### src/design/srd_pkg.sv
// shared constants, types and helpers for the sound region detector
package srd_pkg;

	localparam int SAMPLE_BITS   = 16;
	localparam int INDEX_BITS    = 32;
	localparam int IN_BITS       = 16;
	localparam int OUT_BITS      = 32;
	localparam int THR_BITS      = 16;
	localparam int GAP_BITS      = 24;
	localparam int CFG_DATA_BITS = 24;
	localparam int CFG_IDX_BITS  = 2;

	localparam int MAG_BITS = (SAMPLE_BITS > THR_BITS) ? SAMPLE_BITS : THR_BITS;
	localparam int SUM_BITS = ((INDEX_BITS > GAP_BITS) ? INDEX_BITS : GAP_BITS) + 1;

	localparam int QDEPTH    = 2;
	localparam int QPTR_BITS = (QDEPTH > 1) ? $clog2(QDEPTH) : 1;
	localparam int QCNT_BITS = $clog2(QDEPTH + 1);

	localparam logic [THR_BITS-1:0]   NOISE_RESET = THR_BITS'(400);
	localparam logic [GAP_BITS-1:0]   GAP_RESET   = GAP_BITS'(10000);
	localparam logic [INDEX_BITS-1:0] IDX_MAX     = {INDEX_BITS{1'b1}};

	typedef enum logic [CFG_IDX_BITS-1:0] {
		REG_NOISE_THRESHOLD = CFG_IDX_BITS'(0),
		REG_MERGE_GAP       = CFG_IDX_BITS'(1)
	} srd_reg_t;

	// one queue entry holds all results of one item
	typedef struct packed {
		logic                two;
		logic [OUT_BITS-1:0] first0;
		logic [OUT_BITS-1:0] final0;
		logic [OUT_BITS-1:0] first1;
		logic [OUT_BITS-1:0] final1;
	} srd_entry_t;

	typedef struct packed {
		logic full;
		logic empty;
	} srd_qstat_t;

	function automatic logic [OUT_BITS-1:0] to_out(input logic [INDEX_BITS-1:0] idx);
		return OUT_BITS'(idx);
	endfunction

endpackage

### src/design/srd_front.sv
// front end: config registers, sample classification and region tracking
module srd_front import srd_pkg::*; (
	input  logic                     clk,
	input  logic                     arst_n,
	input  logic                     cfg_valid,
	input  logic [CFG_IDX_BITS-1:0]  cfg_index,
	input  logic [CFG_DATA_BITS-1:0] cfg_data,
	input  logic                     in_valid,
	output logic                     in_ready,
	input  logic signed [IN_BITS-1:0] sample_value,
	input  logic                     stream_end,
	input  srd_qstat_t               qstat,
	output logic                     push,
	output srd_entry_t               entry
);

	logic [THR_BITS-1:0]   thr_q;
	logic [GAP_BITS-1:0]   gap_q;
	logic [INDEX_BITS-1:0] count_q, raw_start_q, prev_end_q, grp_start_q;
	logic                  in_sound_q, grp_open_q;

	logic [INDEX_BITS-1:0] count_d, raw_start_d, prev_end_d, grp_start_d;
	logic                  in_sound_d, grp_open_d;

	logic [SAMPLE_BITS-1:0] raw, mag;
	logic                   loud, far, accept;
	logic                   a_v, b_v;
	logic [INDEX_BITS-1:0]  a_first, a_final, b_first, b_final, idx;

	assign in_ready = !qstat.full;
	assign accept   = in_valid && in_ready;

	always_comb begin
		raw  = SAMPLE_BITS'($unsigned(sample_value));
		mag  = raw[SAMPLE_BITS-1] ? (~raw + 1'b1) : raw;
		loud = MAG_BITS'(mag) > MAG_BITS'(thr_q);
		idx  = count_q;
		far  = SUM_BITS'(idx) > (SUM_BITS'(prev_end_q) + SUM_BITS'(gap_q));

		count_d     = count_q;
		raw_start_d = raw_start_q;
		prev_end_d  = prev_end_q;
		grp_start_d = grp_start_q;
		in_sound_d  = in_sound_q;
		grp_open_d  = grp_open_q;
		a_v = 1'b0;
		a_first = grp_start_q;
		a_final = prev_end_q;
		b_v = 1'b0;

		if (loud && !in_sound_q) begin
			raw_start_d = idx;
			in_sound_d  = 1'b1;
			if (!grp_open_q) begin
				grp_start_d = idx;
				grp_open_d  = 1'b1;
			end else if (far) begin
				// distant region closes the open group
				a_v         = 1'b1;
				grp_start_d = idx;
			end
		end else if (!loud && in_sound_q) begin
			prev_end_d = (idx > raw_start_q) ? (idx - 1'b1) : raw_start_q;
			in_sound_d = 1'b0;
		end

		if (stream_end) begin
			if (in_sound_d) begin
				prev_end_d = idx;
			end
			b_v = grp_open_d;
		end
		b_first = grp_start_d;
		b_final = prev_end_d;

		if (stream_end) begin
			count_d     = '0;
			raw_start_d = '0;
			prev_end_d  = '0;
			grp_start_d = '0;
			in_sound_d  = 1'b0;
			grp_open_d  = 1'b0;
		end else if (idx != IDX_MAX) begin
			count_d = idx + 1'b1;
		end

		entry.two    = a_v && b_v;
		entry.first0 = to_out(a_v ? a_first : b_first);
		entry.final0 = to_out(a_v ? a_final : b_final);
		entry.first1 = to_out(b_first);
		entry.final1 = to_out(b_final);
		push = accept && (a_v || b_v);
	end

	always_ff @(posedge clk or negedge arst_n) begin
		if (!arst_n) begin
			thr_q <= NOISE_RESET;
			gap_q <= GAP_RESET;
		end else if (cfg_valid) begin
			unique case (cfg_index)
				REG_NOISE_THRESHOLD: thr_q <= cfg_data[THR_BITS-1:0];
				REG_MERGE_GAP:       gap_q <= cfg_data[GAP_BITS-1:0];
				default: ;
			endcase
		end
	end

	always_ff @(posedge clk or negedge arst_n) begin
		if (!arst_n) begin
			count_q     <= '0;
			raw_start_q <= '0;
			prev_end_q  <= '0;
			grp_start_q <= '0;
			in_sound_q  <= 1'b0;
			grp_open_q  <= 1'b0;
		end else if (accept) begin
			count_q     <= count_d;
			raw_start_q <= raw_start_d;
			prev_end_q  <= prev_end_d;
			grp_start_q <= grp_start_d;
			in_sound_q  <= in_sound_d;
			grp_open_q  <= grp_open_d;
		end
	end

endmodule

### src/design/srd_queue.sv
// short result queue between front and back
module srd_queue import srd_pkg::*; (
	input  logic       clk,
	input  logic       arst_n,
	input  logic       push,
	input  srd_entry_t din,
	input  logic       pop,
	output srd_entry_t dout,
	output srd_qstat_t qstat
);

	srd_entry_t            mem_q [QDEPTH];
	logic [QPTR_BITS-1:0]  wr_ptr_q, rd_ptr_q;
	logic [QCNT_BITS-1:0]  cnt_q;

	function automatic logic [QPTR_BITS-1:0] step(input logic [QPTR_BITS-1:0] p);
		return (p == QPTR_BITS'(QDEPTH - 1)) ? '0 : (p + 1'b1);
	endfunction

	assign dout        = mem_q[rd_ptr_q];
	assign qstat.full  = (cnt_q == QCNT_BITS'(QDEPTH));
	assign qstat.empty = (cnt_q == '0);

	always_ff @(posedge clk) begin
		if (push) begin
			mem_q[wr_ptr_q] <= din;
		end
	end

	always_ff @(posedge clk or negedge arst_n) begin
		if (!arst_n) begin
			wr_ptr_q <= '0;
			rd_ptr_q <= '0;
			cnt_q    <= '0;
		end else begin
			if (push) begin
				wr_ptr_q <= step(wr_ptr_q);
			end
			if (pop) begin
				rd_ptr_q <= step(rd_ptr_q);
			end
			if (push && !pop) begin
				cnt_q <= cnt_q + 1'b1;
			end else if (pop && !push) begin
				cnt_q <= cnt_q - 1'b1;
			end
		end
	end

endmodule

### src/design/srd_back.sv
// back end: unpacks queue entries into single result items
module srd_back import srd_pkg::*; (
	input  logic                clk,
	input  logic                arst_n,
	input  srd_entry_t          entry,
	input  srd_qstat_t          qstat,
	output logic                pop,
	output logic                out_valid,
	input  logic                out_ready,
	output logic [OUT_BITS-1:0] group_first,
	output logic [OUT_BITS-1:0] group_final,
	output logic                run_last
);

	srd_entry_t ent_q;
	logic       hold_q, sub_q;

	assign run_last    = sub_q || !ent_q.two;
	assign out_valid   = hold_q;
	assign group_first = sub_q ? ent_q.first1 : ent_q.first0;
	assign group_final = sub_q ? ent_q.final1 : ent_q.final0;
	assign pop         = !qstat.empty && (!hold_q || (out_ready && run_last));

	always_ff @(posedge clk) begin
		if (pop) begin
			ent_q <= entry;
		end
	end

	always_ff @(posedge clk or negedge arst_n) begin
		if (!arst_n) begin
			hold_q <= 1'b0;
			sub_q  <= 1'b0;
		end else if (pop) begin
			hold_q <= 1'b1;
			sub_q  <= 1'b0;
		end else if (hold_q && out_ready) begin
			if (run_last) begin
				hold_q <= 1'b0;
			end else begin
				sub_q <= 1'b1;
			end
		end
	end

endmodule

### src/design/sound_region_detector_unit.sv
// top level of the sound region detector: front, result queue, back
// an item's results are registered into the queue, then into the back end before they show
// throughput: one item per cycle while the queue has room; two results of an item go out in turn
// the two-entry result queue sets how far the front may run ahead of a stalled output
// reset: arst_n clears all region state and the queue, and loads noise_threshold 400, merge_gap 10000
// config writes are always taken (cfg_ready stays high)
module sound_region_detector_unit import srd_pkg::*; (
	input  logic                      clk,
	input  logic                      arst_n,
	// configuration write channel
	input  logic                      cfg_valid,
	output logic                      cfg_ready,
	input  logic [CFG_IDX_BITS-1:0]   cfg_index,
	input  logic [CFG_DATA_BITS-1:0]  cfg_data,
	// sample items in
	input  logic                      in_valid,
	output logic                      in_ready,
	input  logic signed [IN_BITS-1:0] sample_value,
	input  logic                      stream_end,
	// group result items out
	output logic                      out_valid,
	input  logic                      out_ready,
	output logic [OUT_BITS-1:0]       group_first,
	output logic [OUT_BITS-1:0]       group_final,
	output logic                      run_last
);

	// front to queue
	logic       push;
	srd_entry_t push_entry;
	// queue to back
	srd_entry_t head_entry;
	srd_qstat_t qstat;
	logic       pop;

	assign cfg_ready = 1'b1;

	// front: classifies every sample, tracks regions and groups, packs results per item
	srd_front u_front (
		.clk          (clk),
		.arst_n       (arst_n),
		.cfg_valid    (cfg_valid),
		.cfg_index    (cfg_index),
		.cfg_data     (cfg_data),
		.in_valid     (in_valid),
		.in_ready     (in_ready),
		.sample_value (sample_value),
		.stream_end   (stream_end),
		.qstat        (qstat),
		.push         (push),
		.entry        (push_entry)
	);

	// queue: lets the front keep taking samples while a result waits
	srd_queue u_queue (
		.clk    (clk),
		.arst_n (arst_n),
		.push   (push),
		.din    (push_entry),
		.pop    (pop),
		.dout   (head_entry),
		.qstat  (qstat)
	);

	// back: drives one result item per cycle while out_ready is high and results wait, marking the last one of each sample
	srd_back u_back (
		.clk         (clk),
		.arst_n      (arst_n),
		.entry       (head_entry),
		.qstat       (qstat),
		.pop         (pop),
		.out_valid   (out_valid),
		.out_ready   (out_ready),
		.group_first (group_first),
		.group_final (group_final),
		.run_last    (run_last)
	);

`ifndef SYNTHESIS
	// queue cannot be full and empty at once
	a_qstat_sane: assert property (@(posedge clk) disable iff (!arst_n)
		!(qstat.full && qstat.empty))
		else $error("queue reports full and empty together");

	// a pushed entry is visible in the queue or already in the back end
	a_push_lands: assert property (@(posedge clk) disable iff (!arst_n)
		push |=> (!qstat.empty || out_valid))
		else $error("pushed entry lost");

	// the second result of an item follows the first
	a_second_follows: assert property (@(posedge clk) disable iff (!arst_n)
		(out_valid && out_ready && !run_last) |=> (out_valid && run_last))
		else $error("second result missing");

	// a push only happens on an accepted item
	a_push_on_accept: assert property (@(posedge clk) disable iff (!arst_n)
		push |-> (in_valid && in_ready))
		else $error("push without accepted item");
`endif

endmodule

### config.mk
export PLATFORM = sky130hd
export DESIGN_NAME = sound_region_detector_unit
export DESIGN_NICKNAME = d
export VERILOG_FILES = /design/src/design/srd_pkg.sv /design/src/design/srd_front.sv /design/src/design/srd_queue.sv /design/src/design/srd_back.sv /design/src/design/sound_region_detector_unit.sv
export SDC_FILE = /design/constraint.sdc
export NUM_CORES = 1
export LEC_CHECK = 0
export BUFFER_PORTS_ARGS = -buffer_cell sky130_fd_sc_hd__buf_2
export CAP_MARGIN = 30
export CORE_UTILIZATION = 49
export DETAILED_ROUTE_END_ITERATION = 8
export PLACE_DENSITY = 0.68
export RECOVER_POWER = 100
export SYNTH_ARGS = -nofsm -noshare
export SYNTH_HDL_FRONTEND = slang
export SYNTH_HIERARCHICAL = 1
export SYNTH_SLANG_ARGS = --single-unit
### constraint.sdc
create_clock -name clk -period 23.8 [get_ports clk]
set_input_delay 2.38 -clock clk [delete_from_list [all_inputs] [get_ports clk]]
set_output_delay 2.38 -clock clk [all_outputs]
set_load 0.03 [all_outputs]
==> results of run 1 <==
-- registers in the layout, summed over array words and instances (netlist names) --
signal / count
u_back/ent_q: 129
u_front/raw_start_q: 32
u_queue/rd_ptr_q: 1
u_back/out_valid: 1
u_front/thr_q: 16
u_front/gap_q: 24
u_queue/mem_q: 258
u_front/a_first: 32
u_front/grp_open_q: 1
u_back/sub_q: 1
u_front/a_final: 32
u_front/count_q: 32
u_queue/wr_ptr_q: 1
u_front/in_sound_q: 1
u_queue/cnt_q: 2
-- where the power goes --
group          internal (W)  switching [W]  total [W]  leakage, nW
Sequential          0.00140       0.000142    0.00154         5.91
Combinational      0.000524       0.000902    0.00143         4.77
Clock              0.000511       0.000374   0.000885        0.899
-- through the flow --
stage | power (W) | instances | hold slack [ns] | setup slack (ns)
floorplan | 0.002649 | 2218 | 0.4532 | 11.85
global placement | 0.002977 | 2983 | 0.4751 | 15.36
detailed placement | 0.003030 | 2988 | 0.4853 | 15.22
CTS | 0.003924 | 3096 | 0.4937 | 15.84
global route | 0.004069 | 3097 | 0.5052 | 9.935
finish | 0.003852 | 3097 | 0.4897 | 11.12
-- cell type report --
| type | instances | area (sq um) | share of cell area, % |
|---|---|---|---|
| tap | 748 | 935.9 | 3.065 |
| inverter | 127 | 476.7 | 1.561 |
| clock inverter | 30 | 266.5 | 0.8729 |
| clock buffer | 78 | 1588 | 5.200 |
| multi-input combinational | 1403 | 10490 | 34.35 |
| sequential | 563 | 16040 | 52.52 |
| timing repair buffer | 148 | 742.0 | 2.430 |
-- worst min path at each step --
| stage | slack (ns) | start | endpoint |
|---|---|---|---|
| 3_3_place_gp | 0.48 | u_queue/cnt_q[1] | u_queue/cnt_q[1] |
| 3_5_place_dp | 0.49 | u_queue/cnt_q[1] | u_queue/cnt_q[1] |
| 6_report | 0.49 | u_queue/cnt_q[1] | u_queue/cnt_q[1] |
| 4_1_cts | 0.49 | u_queue/cnt_q[1] | u_queue/cnt_q[1] |
| 2_1_floorplan | 0.45 | u_queue/wr_ptr_q | u_queue/wr_ptr_q |
| 5_1_grt | 0.51 | u_queue/cnt_q[1] | u_queue/cnt_q[1] |
-- cell usage after synthesis (11+ instances only) --
| cell type | count | area share, % |
|---|---|---|
| sky130_fd_sc_hd__o31ai_1 | 14 | 0.38 |
| sky130_fd_sc_hd__xnor2_1 | 65 | 2.0 |
| sky130_fd_sc_hd__mux2i_1 | 25 | 0.90 |
| sky130_fd_sc_hd__dfrtp_1 | 168 | 15 |
| sky130_fd_sc_hd__nand2b_1 | 14 | 0.32 |
| sky130_fd_sc_hd__buf_6 | 18 | 0.73 |
| sky130_fd_sc_hd__nand3_1 | 37 | 0.67 |
| sky130_fd_sc_hd__clkbuf_1 | 89 | 1.2 |
| sky130_fd_sc_hd__nor3_1 | 28 | 0.50 |
| sky130_fd_sc_hd__edfxtp_1 | 387 | 42 |
| sky130_fd_sc_hd__nand2_1 | 202 | 2.7 |
| sky130_fd_sc_hd__mux2_2 | 205 | 8.3 |
| sky130_fd_sc_hd__a21o_1 | 11 | 0.30 |
| sky130_fd_sc_hd__o21ai_0 | 137 | 2.5 |
| sky130_fd_sc_hd__o311ai_0 | 33 | 1.0 |
| sky130_fd_sc_hd__nand3b_1 | 35 | 0.95 |
| sky130_fd_sc_hd__or3_1 | 13 | 0.29 |
| sky130_fd_sc_hd__o22ai_1 | 15 | 0.34 |
| sky130_fd_sc_hd__ha_1 | 108 | 4.9 |
| sky130_fd_sc_hd__o221ai_1 | 25 | 0.79 |
| sky130_fd_sc_hd__nor2_1 | 101 | 1.4 |
| sky130_fd_sc_hd__a21oi_1 | 64 | 1.2 |
| sky130_fd_sc_hd__xor2_1 | 20 | 0.63 |
| sky130_fd_sc_hd__nor4_1 | 15 | 0.34 |
| sky130_fd_sc_hd__mux2_4 | 49 | 2.6 |
| sky130_fd_sc_hd__nand4_1 | 32 | 0.72 |
| sky130_fd_sc_hd__inv_1 | 125 | 1.7 |
| sky130_fd_sc_hd__a22o_1 | 35 | 1.1 |
-- cells by family (layout without fill, tap and decap cells) --
logic type               Yosys count  in the layout  synth area share, %
flip-flops                       563            563                57.73
AND/OR/NAND/NOR                  525            525                9.239
AO/OA/AOI/OAI                    404            404                9.572
multiplexers                     279            279                11.86
buffers and inverters            252            383                3.964
adder cells (fa/ha/maj)          109            109                4.937
XOR/XNOR                          85             85                2.680
other                              1              1              0.01350
-- critical path: stages --
cell                        delay [ns]
sky130_fd_sc_hd__clkbuf_1         0.11
sky130_fd_sc_hd__nor4_1           0.39
sky130_fd_sc_hd__nand2b_1         0.11
sky130_fd_sc_hd__nor2_1           0.13
sky130_fd_sc_hd__nand3_1          0.17
sky130_fd_sc_hd__o41ai_1          0.34
sky130_fd_sc_hd__xnor2_1          0.12
sky130_fd_sc_hd__ha_1             0.32
sky130_fd_sc_hd__nand2_1          0.06
sky130_fd_sc_hd__o21ai_0          0.31
sky130_fd_sc_hd__a21oi_1          0.14
sky130_fd_sc_hd__a21oi_1          0.58
sky130_fd_sc_hd__nand2_1          0.24
sky130_fd_sc_hd__a2111oi_0        0.54
sky130_fd_sc_hd__inv_1            0.19
sky130_fd_sc_hd__a21oi_1          0.47
sky130_fd_sc_hd__and2_0           3.00
sky130_fd_sc_hd__clkbuf_1         0.36
sky130_fd_sc_hd__clkbuf_1         2.74
-- layer usage --
metal  wire, um  vias to the layer above  GRT usage (%)
met5          0                        -              0
met4       1818                        0          7.566
met3       3213                      111          3.284
met2      32280                      492          38.75
met1      26230                     8953          28.71
li1           -                     8391              -
==> impl_results.md, run 1 <==
* Maximum VDD drop at 0.08343 mV
* H-tree depth at 2
* Height of the die at roughly 240 um
* Fmax achieved at 78.83 MHz
* Status: finished with violations
* Count of flip-flops with a built-in enable after synthesis at 387
* Maximum number of buffers from clock root to sink at 3
* Final cell area excluding filler cells at 0.03053 sq mm
* Gate count of the mapped netlist at 2218
* Number of synthesis warnings at 6
* Final nets at 2458
* Wire length per cell after detailed routing at between 20 and 25 um
* Final worst-path cycle share at 53.30%
* Fraction of registers with async set or reset after synthesis at about 31%
* Number of I/O pins at 116
* Maximum capacitance violations at 20
* Count of antenna diodes in the layout at 0
* Overflow left after global routing at 0
* Unrepaired setup endpoints after global routing: false
* Synthesis-to-finish area growth at 9.924%
* Clock period minus final worst setup slack at 12.69 ns
* Cell area after placement at 0.02903 sq mm
* Number of global-route vias before repair at 18031
* Number of antenna violations at the first check in global routing at 0
* Detailed-route DRC error count at 0
* Pin count of the biggest net entering global routing at 96
* Number of hold-slack violations in the final timing report at 0
* Count of instances resized after the clock tree is built at 0
* Min-delay worst type: reg -> reg
* Via count normalized by instance count at 5.795
* Core box area at 0.05552 sq mm
* Number of vias after detailed routing at 17947
* Slew HR at -173.8%
* Required @ worst endpoint at 23.92 ns
* Total GRT Usage at approximately 22%
* Syn Area/Cell at approximately 13 sq um
* Start of the worst register-to-register path: u_front/a_final[6]
* Number of distinct library cells after synthesis at 70
* Detailed Route Iter0 Violations at 1307
* CTS root buffer: sky130_fd_sc_hd__clkbuf_16
* Post-Synthesis Cell Area at roughly 0.028 sq mm
* Layout cell share with drive strength beyond 1 at 15.67%
* Startpoint types: input port
* Measured slew at the worst slew-check pin at ~4 ns
* Antenna violation net count after detailed routing at 0
* Post-detailed-placement half-perimeter wirelength at 42860 um
* Clock skew after layout at 0.01551 ns
* Die Width at 240.1 um
* Highest net fanout along the worst path at between 60 and 70
* Number of filler cells placed in the layout at 4697
* Routability-driven placement congestion ratio at 0.9130
* DRT Pass-1 Iters at 8
* Max-slew violation count at 1155
* Number of post-CTS setup repair buffers at 0
* Aggregate negative setup slack at 0 ns
* Most common library cell in the layout ignoring fill and taps: sky130_fd_sc_hd__edfxtp_1
* Worst hold stages at 1
* Post-synthesis sequential area ratio at 57.73%
* DIE AREA at ~0.058 sq mm
* Total of flip-flops plus latches after synthesis at 563
* CTS Hold Bufs at 0
* Routed wire length at 63550 um
* Main synth FF type: sky130_fd_sc_hd__edfxtp_1
* R2r endpoint: u_queue/mem_q[1][101]
* Launch point of the worst path: sample_value[4]
* Clk pin slew, worst setup/hold paths at approximately 0.060 ns
* Clk Latency, worst-skew pair at between 0.6 and 0.7 ns
* Number of clock sinks at ~560
* Most frequent cells in the layout: sky130_fd_sc_hd__edfxtp_1, sky130_fd_sc_hd__nand2_1, sky130_fd_sc_hd__dfrtp_1, sky130_fd_sc_hd__mux2_2, sky130_fd_sc_hd__o21ai_0
* Number of cells on the worst reg-to-reg path at 21
* Category of the critical setup timing path: in -> reg
* Endpoint of the most critical setup path: u_queue/mem_q[1][101]
* Total power per unit cell area at ~130 mW/mm^2
* Clock tree from TritonCTS: done
* Net count after synthesis at 2375
* Number of setup violations in the final report at 0
* Share of the core filled with cells at 54.99%
* Std cell rows at 86
* Global-route wire length before repair at 100400 um
* Arrival time reported for the critical path endpoint at 12.81 ns
* R2R Setup Slk at 11.82 ns
* CTS Buf Count at 58
* Nature of the critical path endpoint: flip-flop
* Initial standard-cell utilization of the core at 50.02%
* Leak Pwr at 11.58 nW
* I/O Buffers at 114
* Violations in the final reports: capacitance limit, slew limit
Power figures use the tool's default switching activity.
==> run 2: changes to the inputs <==
PLACE_DENSITY = 0.7   (was 0.68)
clock period = 11.4 ns   (was 23.8 ns; I/O delays follow)
==> impl_results.md, run 2 (synthesized netlist as in run 1, its figures left out) <==
* Number of hold-slack violations in the final timing report at 0 (unchanged)
* Overflow left after global routing at 0 (unchanged)
* Most common library cell in the layout ignoring fill and taps: sky130_fd_sc_hd__edfxtp_1
* Final nets at 2456 (-0.081%)
* Number of post-CTS setup repair buffers at 0 (unchanged)
* Final worst-path cycle share at 73.67%
* Share of the core filled with cells at 55.22% (+0.23 points)
* Max-slew violation count at 893 (-23%)
* CTS Buf Count at 59 (+1.7%)
* Number of setup violations in the final report at 0 (unchanged)
* Hold Crit Endpoint: u_queue/cnt_q[1]
* Core box area at 0.05552 sq mm (unchanged)
* Highest net fanout along the worst path at 58 (-12%)
* Initial standard-cell utilization of the core at 50.02% (unchanged)
* Number of global-route vias before repair at 17961 (-0.39%)
* Antenna violation net count after detailed routing at 0 (unchanged)
* CTS Hold Bufs at 0 (unchanged)
* Final cell area excluding filler cells at 0.03066 sq mm (+0.42%)
* Global-route wire length before repair at 99100 um (-1.2%)
* Clk Latency, worst-skew pair at 0.62 ns (about the same)
* Detailed-route DRC error count at 0 (unchanged)
* Largest registers: u_queue/mem_q x258, u_back/ent_q x129
* Height of the die at 240.1 um (unchanged)
* Maximum single-stage delay on the critical path at 2.52 ns (-0.48 ns)
* Critical-path cell list: ha_1 -> a21o_1 -> a21boi_0 -> o21a_1 -> nor2_1 -> o21ai_0 -> o21bai_1 -> a21oi_1 -> xor2_1 -> ha_1 -> nand4_1 -> nor4_1 -> o31a_1 -> or3_1 -> o211ai_1 -> a2111oi_0 -> inv_1 -> a21oi_1 -> nor2b_1 -> clkbuf_1
* Maximum number of buffers from clock root to sink at 3 (unchanged)
* GR met3 Demand/Resource at 3.100% (-0.18 points)
* I/O Buffers at 114 (unchanged)
* Number of cells on the worst reg-to-reg path at 20 (-4.8%)
* Std cell rows at 86 (unchanged)
* Routability-driven placement congestion ratio at 0.9092 (-0.42%)
* Violations in the final reports: capacitance limit, slew limit
* Required @ worst endpoint at 11.53 ns (-12.39 ns)
* Clock tree from TritonCTS: done
* Leak Pwr at 11.65 nW (+0.62%)
* Synthesis-to-finish area growth at 10.38%
* Maximum VDD drop at 0.2005 mV (+140%)
* Aggregate negative setup slack at 0 ns (unchanged)
* Clock period minus final worst setup slack at 8.398 ns
* Min-delay worst type: reg -> reg
* Total power per unit cell area at 264.2 mW/mm^2 (+110%)
* Slew HR at -162.3% (+12 points)
* Grt peak-use layer: met2
* Count of instances resized after the clock tree is built at 0 (unchanged)
* Unrepaired setup endpoints after global routing: false
* Worst slack on hold paths at 0.4857 ns (-0.003905 ns)
* Fmax achieved at 119.1 MHz
* Start of the worst register-to-register path: u_front/a_final[1]
* Pin count of the biggest net entering global routing at 96 (unchanged)
* H-tree depth at 2 (unchanged)
* Max reg flops at 258 (unchanged)
* R2r endpoint: u_queue/mem_q[0][68]
* Largest Register: u_queue/mem_q
* Via count normalized by instance count at 5.815 (+0.34%)
* Global-route track usage on met1 at 28.64% (-0.067 points)
* Wire length per cell after detailed routing at 20.51 um (about the same)
* Count of antenna diodes in the layout at 0 (unchanged)
* Total GRT Usage at 22.22% (-0.17 points)
* Clock skew after layout at 0.02137 ns (+0.005861 ns)
* Number of I/O pins at 116 (unchanged)
* Worst hold stages at 1 (unchanged)
* R2R Setup Slk at 3.00 ns (-8.82 ns)
* Maximum capacitance violations at 17 (-15%)
* Startpoint types: flip-flop
* Routed wire length at 63510 um (about the same)
* Layout cell share with drive strength beyond 1 at 16.40% (+0.73 points)
* DRT Pass-1 Iters at 6 (-2)
* Most frequent cells in the layout: sky130_fd_sc_hd__edfxtp_1, sky130_fd_sc_hd__nand2_1, sky130_fd_sc_hd__dfrtp_1, sky130_fd_sc_hd__mux2_2, sky130_fd_sc_hd__o21ai_0
* Measured slew at the worst slew-check pin at 3.934 ns (-0.1732 ns)
* Die Width at 240.1 um (unchanged)
* Hold Crit Start: u_queue/cnt_q[1]
* CTS root buffer: sky130_fd_sc_hd__clkbuf_16
* Cell area after placement at 0.02905 sq mm (about the same)
* Category of the critical setup timing path: reg -> reg
* Number of vias after detailed routing at 18003 (+0.31%)
* Number of clock sinks at 563 (unchanged)
* Detailed Route Iter0 Violations at 1318 (+0.84%)
* DIE AREA at 0.05764 sq mm (unchanged)
* Number of filler cells placed in the layout at 4632 (-1.4%)
* Arrival time reported for the critical path endpoint at 8.53 ns (-4.28 ns)
* Cell with the largest stage delay on the worst path: sky130_fd_sc_hd__clkbuf_1
* Clk pin slew, worst setup/hold paths at 0.07 ns (about the same)
* Total power at 0.008100 W (+110%)
* Number of antenna violations at the first check in global routing at 0 (unchanged)
* Status: finished with violations
* Routing usage on met2 at 38.00% (-0.75 points)
* Post-detailed-placement half-perimeter wirelength at 42290 um (-1.3%)
* Nature of the critical path endpoint: flip-flop
## run 2: cell count changes in the layout (fill, tap and decap cells not counted), moves of 2 or more
cell                        previous run  this run
sky130_fd_sc_hd__clkbuf_1             58        48
sky130_fd_sc_hd__clkinv_2              5        13
sky130_fd_sc_hd__clkinv_1             14        10
sky130_fd_sc_hd__mux2_1               94        90
sky130_fd_sc_hd__mux2_2              159       163
sky130_fd_sc_hd__buf_16                1         4
sky130_fd_sc_hd__buf_2                94        96
sky130_fd_sc_hd__clkbuf_16            59        61
sky130_fd_sc_hd__inv_6                 3         1
## run 2: cell type report
type	instances	area, sq um	share of cell area [%]
well taps	748	935.9	3.053
repair buffers	145	789.5	2.575
clock inverters	34	311.5	1.016
clock buffers	76	1623	5.293
inverters	127	476.7	1.555
flip-flops and latches	563	16040	52.30
multi-input cells	1403	10490	34.21
## run 2: metrics by stage
step	setup WS, ns	instances
CTS	5.166	3093
finish	3.002	3096
global route	2.400	3096
floorplan	0.6927	2218
global placement	4.427	2978
detailed placement	4.960	2983
## run 2: how the worst max path moves through the flow
stage	from	endpoint	slack [ns]
3_5_place_dp	sample_value[4]	u_queue/mem_q[1][101]	4.96
2_1_floorplan	sample_value[4]	u_queue/mem_q[0][0]	0.69
6_report	u_front/a_final[1]	u_queue/mem_q[0][68]	3.00
5_1_grt	u_front/a_final[6]	u_queue/mem_q[0][68]	2.40
4_1_cts	u_front/a_final[1]	u_queue/mem_q[1][101]	5.17
3_3_place_gp	sample_value[4]	u_queue/mem_q[1][101]	4.43
## run 2: power by group
part           total (W)  internal (W)  switching (W)
Sequential       0.00320       0.00290       0.000294
Clock            0.00191       0.00112       0.000792
Combinational    0.00299       0.00110        0.00189
## run 2: worst max-delay path, delay by kind of cell, from the launching register on
family | cells | cell delay, ns
compound gates | 10 | 2.75
xor+xnor | 1 | 0.09
flops | 1 | 0.46
simple gates | 5 | 1.15
buf+inv | 2 | 2.72
fa+ha+maj | 2 | 0.63
## run 2: routing by layer
metal	up-vias	wire, um
li1	8369	-
met1	8908	25930
met2	595	31840
met3	131	3564
met4	0	2174
met5	-	0
==> run 3: changes to the inputs <==
PLACE_DENSITY = 0.68   (was 0.7)
clock period = 8.1 ns   (was 11.4 ns; I/O delays follow)
==> impl_results.md, run 3 (synthesized netlist as in run 1, its figures left out) <==
* Status: finished with violations
* Violations in the final reports: capacitance limit, slew limit
* Hold Crit Endpoint: u_front/gap_q[19]
* Max reg flops at 258 (unchanged)
* DIE AREA at 0.05764 sq mm (unchanged)
* Number of clock sinks at 563 (unchanged)
* Detailed Route Iter0 Violations at 1531 (+16%)
* Overflow left after global routing at 0 (unchanged)
* Worst hold stages at 2 (+1)
* GR met3 Demand/Resource at 3.479% (+0.38 points)
* Wire length per cell after detailed routing at 21.21 um (+3.4%)
* Grt peak-use layer: met2
* Routability-driven placement congestion ratio at 0.9198 (+1.2%)
* Clock tree from TritonCTS: done
* Min-delay worst type: in -> reg
* Clk Latency, worst-skew pair at 0.61 ns (about the same)
* Aggregate negative setup slack at 0 ns (unchanged)
* Number of hold-slack violations in the final timing report at 0 (unchanged)
* R2r endpoint: u_queue/mem_q[0][128]
* I/O Buffers at 114 (unchanged)
* Number of antenna violations at the first check in global routing at 1 (+1)
* Arrival time reported for the critical path endpoint at 7.32 ns (-1.21 ns)
* Count of instances resized after the clock tree is built at 0 (unchanged)
* Maximum capacitance violations at 11 (-6)
* Die Width at 240.1 um (unchanged)
* R2R Setup Slk at 1.0 ns (-2.01 ns)
* Number of I/O pins at 116 (unchanged)
* Final cell area excluding filler cells at 0.03062 sq mm (-0.12%)
* Final critical-path setup slack at 0.9961 ns (-2.006 ns)
* Via count normalized by instance count at 5.835 (+0.35%)
* Synthesis-to-finish area growth at 10.25%
* Detailed-route DRC error count at 0 (unchanged)
* Leak Pwr at 11.68 nW (+0.21%)
* Cell area after placement at 0.02913 sq mm (+0.28%)
* Global-route wire length before repair at 103300 um (+4.2%)
* Most common library cell in the layout ignoring fill and taps: sky130_fd_sc_hd__edfxtp_1
* Largest Register: u_queue/mem_q
* Number of vias after detailed routing at 18119 (+0.64%)
* Total power per unit cell area at 370.9 mW/mm^2 (+40%)
* Core box area at 0.05552 sq mm (unchanged)
* Maximum number of buffers from clock root to sink at 3 (unchanged)
* Total GRT Usage at 23.22% (+1.0 points)
* Unrepaired setup endpoints after global routing: false
* Pin count of the biggest net entering global routing at 132 (+38%)
* CTS root buffer: sky130_fd_sc_hd__clkbuf_16
* Measured slew at the worst slew-check pin at 3.711 ns (-0.2229 ns)
* Clock period minus final worst setup slack at 7.104 ns (-1.294 ns)
* Share of the core filled with cells at 55.15% (-0.065 points)
* Category of the critical setup timing path: reg -> reg
* Setup slack at placement at 1.604 ns (-3.356 ns)
* Number of post-CTS setup repair buffers at 0 (unchanged)
* Slew HR at -147.4% (+15 points)
* Layout cell share with drive strength beyond 1 at 16.80% (+0.40 points)
* Number of filler cells placed in the layout at 4658 (+0.56%)
* Clock skew after layout at 0.02176 ns (+0.0003853 ns)
* Initial standard-cell utilization of the core at 50.02% (unchanged)
* Fmax achieved at 140.8 MHz (+18%)
* Post-Place Cells at 2997 (+0.47%)
* Maximum VDD drop at 0.2367 mV (+18%)
* H-tree depth at 2 (unchanged)
* Number of cells on the worst reg-to-reg path at 20 (unchanged)
* Highest net fanout along the worst path at 65 (+12%)
* Number of setup violations in the final report at 0 (unchanged)
* Routed wire length at 65860 um (+3.7%)
* Clk pin slew, worst setup/hold paths at 0.06 ns (about the same)
* Required @ worst endpoint at 8.32 ns (-3.21 ns)
* Hold Crit Start: cfg_data[19]
* CTS Buf Count at 57 (-3.4%)
* CTS Hold Bufs at 0 (unchanged)
* Post-route non-filler standard cell count at 3105 (+0.29%)
* Global-route track usage on met1 at 29.65% (+1.0 points)
* Height of the die at 240.1 um (unchanged)
* Std cell rows at 86 (unchanged)
* Startpoint types: flip-flop
* Most frequent cells in the layout: sky130_fd_sc_hd__edfxtp_1, sky130_fd_sc_hd__nand2_1, sky130_fd_sc_hd__dfrtp_1, sky130_fd_sc_hd__mux2_2, sky130_fd_sc_hd__o21ai_0
* DRT Pass-1 Iters at 6 (unchanged)
* Nature of the critical path endpoint: flip-flop
* Final nets at 2466 (+0.41%)
* Routing usage on met2 at 39.93% (+1.9 points)
* Largest registers: u_queue/mem_q x258, u_back/ent_q x129
* Start of the worst register-to-register path: u_front/a_final[6]
* Post-detailed-placement half-perimeter wirelength at 43630 um (+3.2%)
* Max-slew violation count at 602 (-33%)
* Number of global-route vias before repair at 18319 (+2.0%)
* Count of antenna diodes in the layout at 0 (unchanged)
* Antenna violation net count after detailed routing at 0 (unchanged)
* Final worst-path cycle share at 87.70% (+14 points)
==> run 3: cell count changes in the layout (fill, tap and decap cells not counted), moves of 2 or more <==
| cell | change |
|---|---|
| sky130_fd_sc_hd__buf_4 | +16 |
| sky130_fd_sc_hd__mux2_2 | -2 |
| sky130_fd_sc_hd__clkbuf_1 | -6 |
| sky130_fd_sc_hd__buf_16 | -3 |
| sky130_fd_sc_hd__mux2_1 | +3 |
| sky130_fd_sc_hd__clkinv_1 | +3 |
| sky130_fd_sc_hd__clkinv_2 | -2 |
| sky130_fd_sc_hd__clkinv_4 | -3 |
| sky130_fd_sc_hd__clkbuf_8 | -2 |
| sky130_fd_sc_hd__clkbuf_2 | +5 |
| sky130_fd_sc_hd__clkbuf_16 | -3 |
==> run 3: area by class of cell <==
| cell class | count | area (sq um) | area share [%] |
|---|---|---|---|
| flip-flops and latches | 563 | 16040 | 52.36 |
| multi-input cells | 1403 | 10480 | 34.23 |
| clock buffers | 75 | 1535 | 5.013 |
| well taps | 748 | 935.9 | 3.056 |
| repair buffers | 157 | 862.1 | 2.815 |
| inverters | 127 | 476.7 | 1.557 |
| clock inverters | 32 | 295.3 | 0.9642 |
==> run 3: worst max path at each step <==
stage | from | end | slack [ns] | cells after the start
finish | u_front/a_final[6] | u_queue/mem_q[0][128] | 1.0 | 20
global placement | u_front/a_final[6] | u_queue/mem_q[0][126] | 1.90 | 20
floorplan | u_front/a_final[6] | u_queue/mem_q[0][0] | 0.01 | 19
detailed placement | u_front/a_final[6] | u_queue/mem_q[0][121] | 1.60 | 20
CTS | u_front/a_final[6] | u_queue/mem_q[0][121] | 1.55 | 20
global route | u_front/a_final[6] | u_queue/mem_q[1][121] | 0.53 | 20
==> run 3: power breakdown <==
part | internal (W) | total, W | leakage, nW | switching [W]
clock network | 0.00149 | 0.00258 | 0.894 | 0.00109
logic | 0.00155 | 0.00428 | 4.87 | 0.00273
registers | 0.00410 | 0.00450 | 5.91 | 0.000401
==> run 3: worst max-delay path, stage by stage (launching register included) <==
cell	delay, ns
sky130_fd_sc_hd__dfrtp_1	0.42
sky130_fd_sc_hd__ha_1	0.37
sky130_fd_sc_hd__a21oi_1	0.31
sky130_fd_sc_hd__nor3b_1	0.24
sky130_fd_sc_hd__o21a_1	0.24
sky130_fd_sc_hd__nor2_1	0.09
sky130_fd_sc_hd__o21ai_0	0.40
sky130_fd_sc_hd__o21bai_1	0.11
sky130_fd_sc_hd__a21oi_1	0.20
sky130_fd_sc_hd__xor2_1	0.10
sky130_fd_sc_hd__ha_1	0.32
sky130_fd_sc_hd__nand4_1	0.14
sky130_fd_sc_hd__nor4_1	0.71
sky130_fd_sc_hd__o31a_1	0.26
sky130_fd_sc_hd__or3_1	0.13
sky130_fd_sc_hd__o211ai_1	0.16
sky130_fd_sc_hd__a2111oi_0	0.57
sky130_fd_sc_hd__inv_1	0.18
sky130_fd_sc_hd__a21oi_1	0.37
sky130_fd_sc_hd__nor2b_4	0.43
sky130_fd_sc_hd__clkbuf_4	0.87
==> run 3: routing by layer <==
metal  wire [um]  vias up
met3        3479      135
met4        2184        0
met2       32920      589
met5           0        -
met1       27270     9000
li1            -     8395
==> run 3: through the flow <==
stage | total power, W | hold slack [ns]
CTS | 0.01156 | 0.1249
detailed placement | 0.008955 | 0.4835
global placement | 0.008816 | 0.4848
global route | 0.01199 | 0.4232
finish | 0.01136 | 0.4315
floorplan | 0.007743 | 0.4563
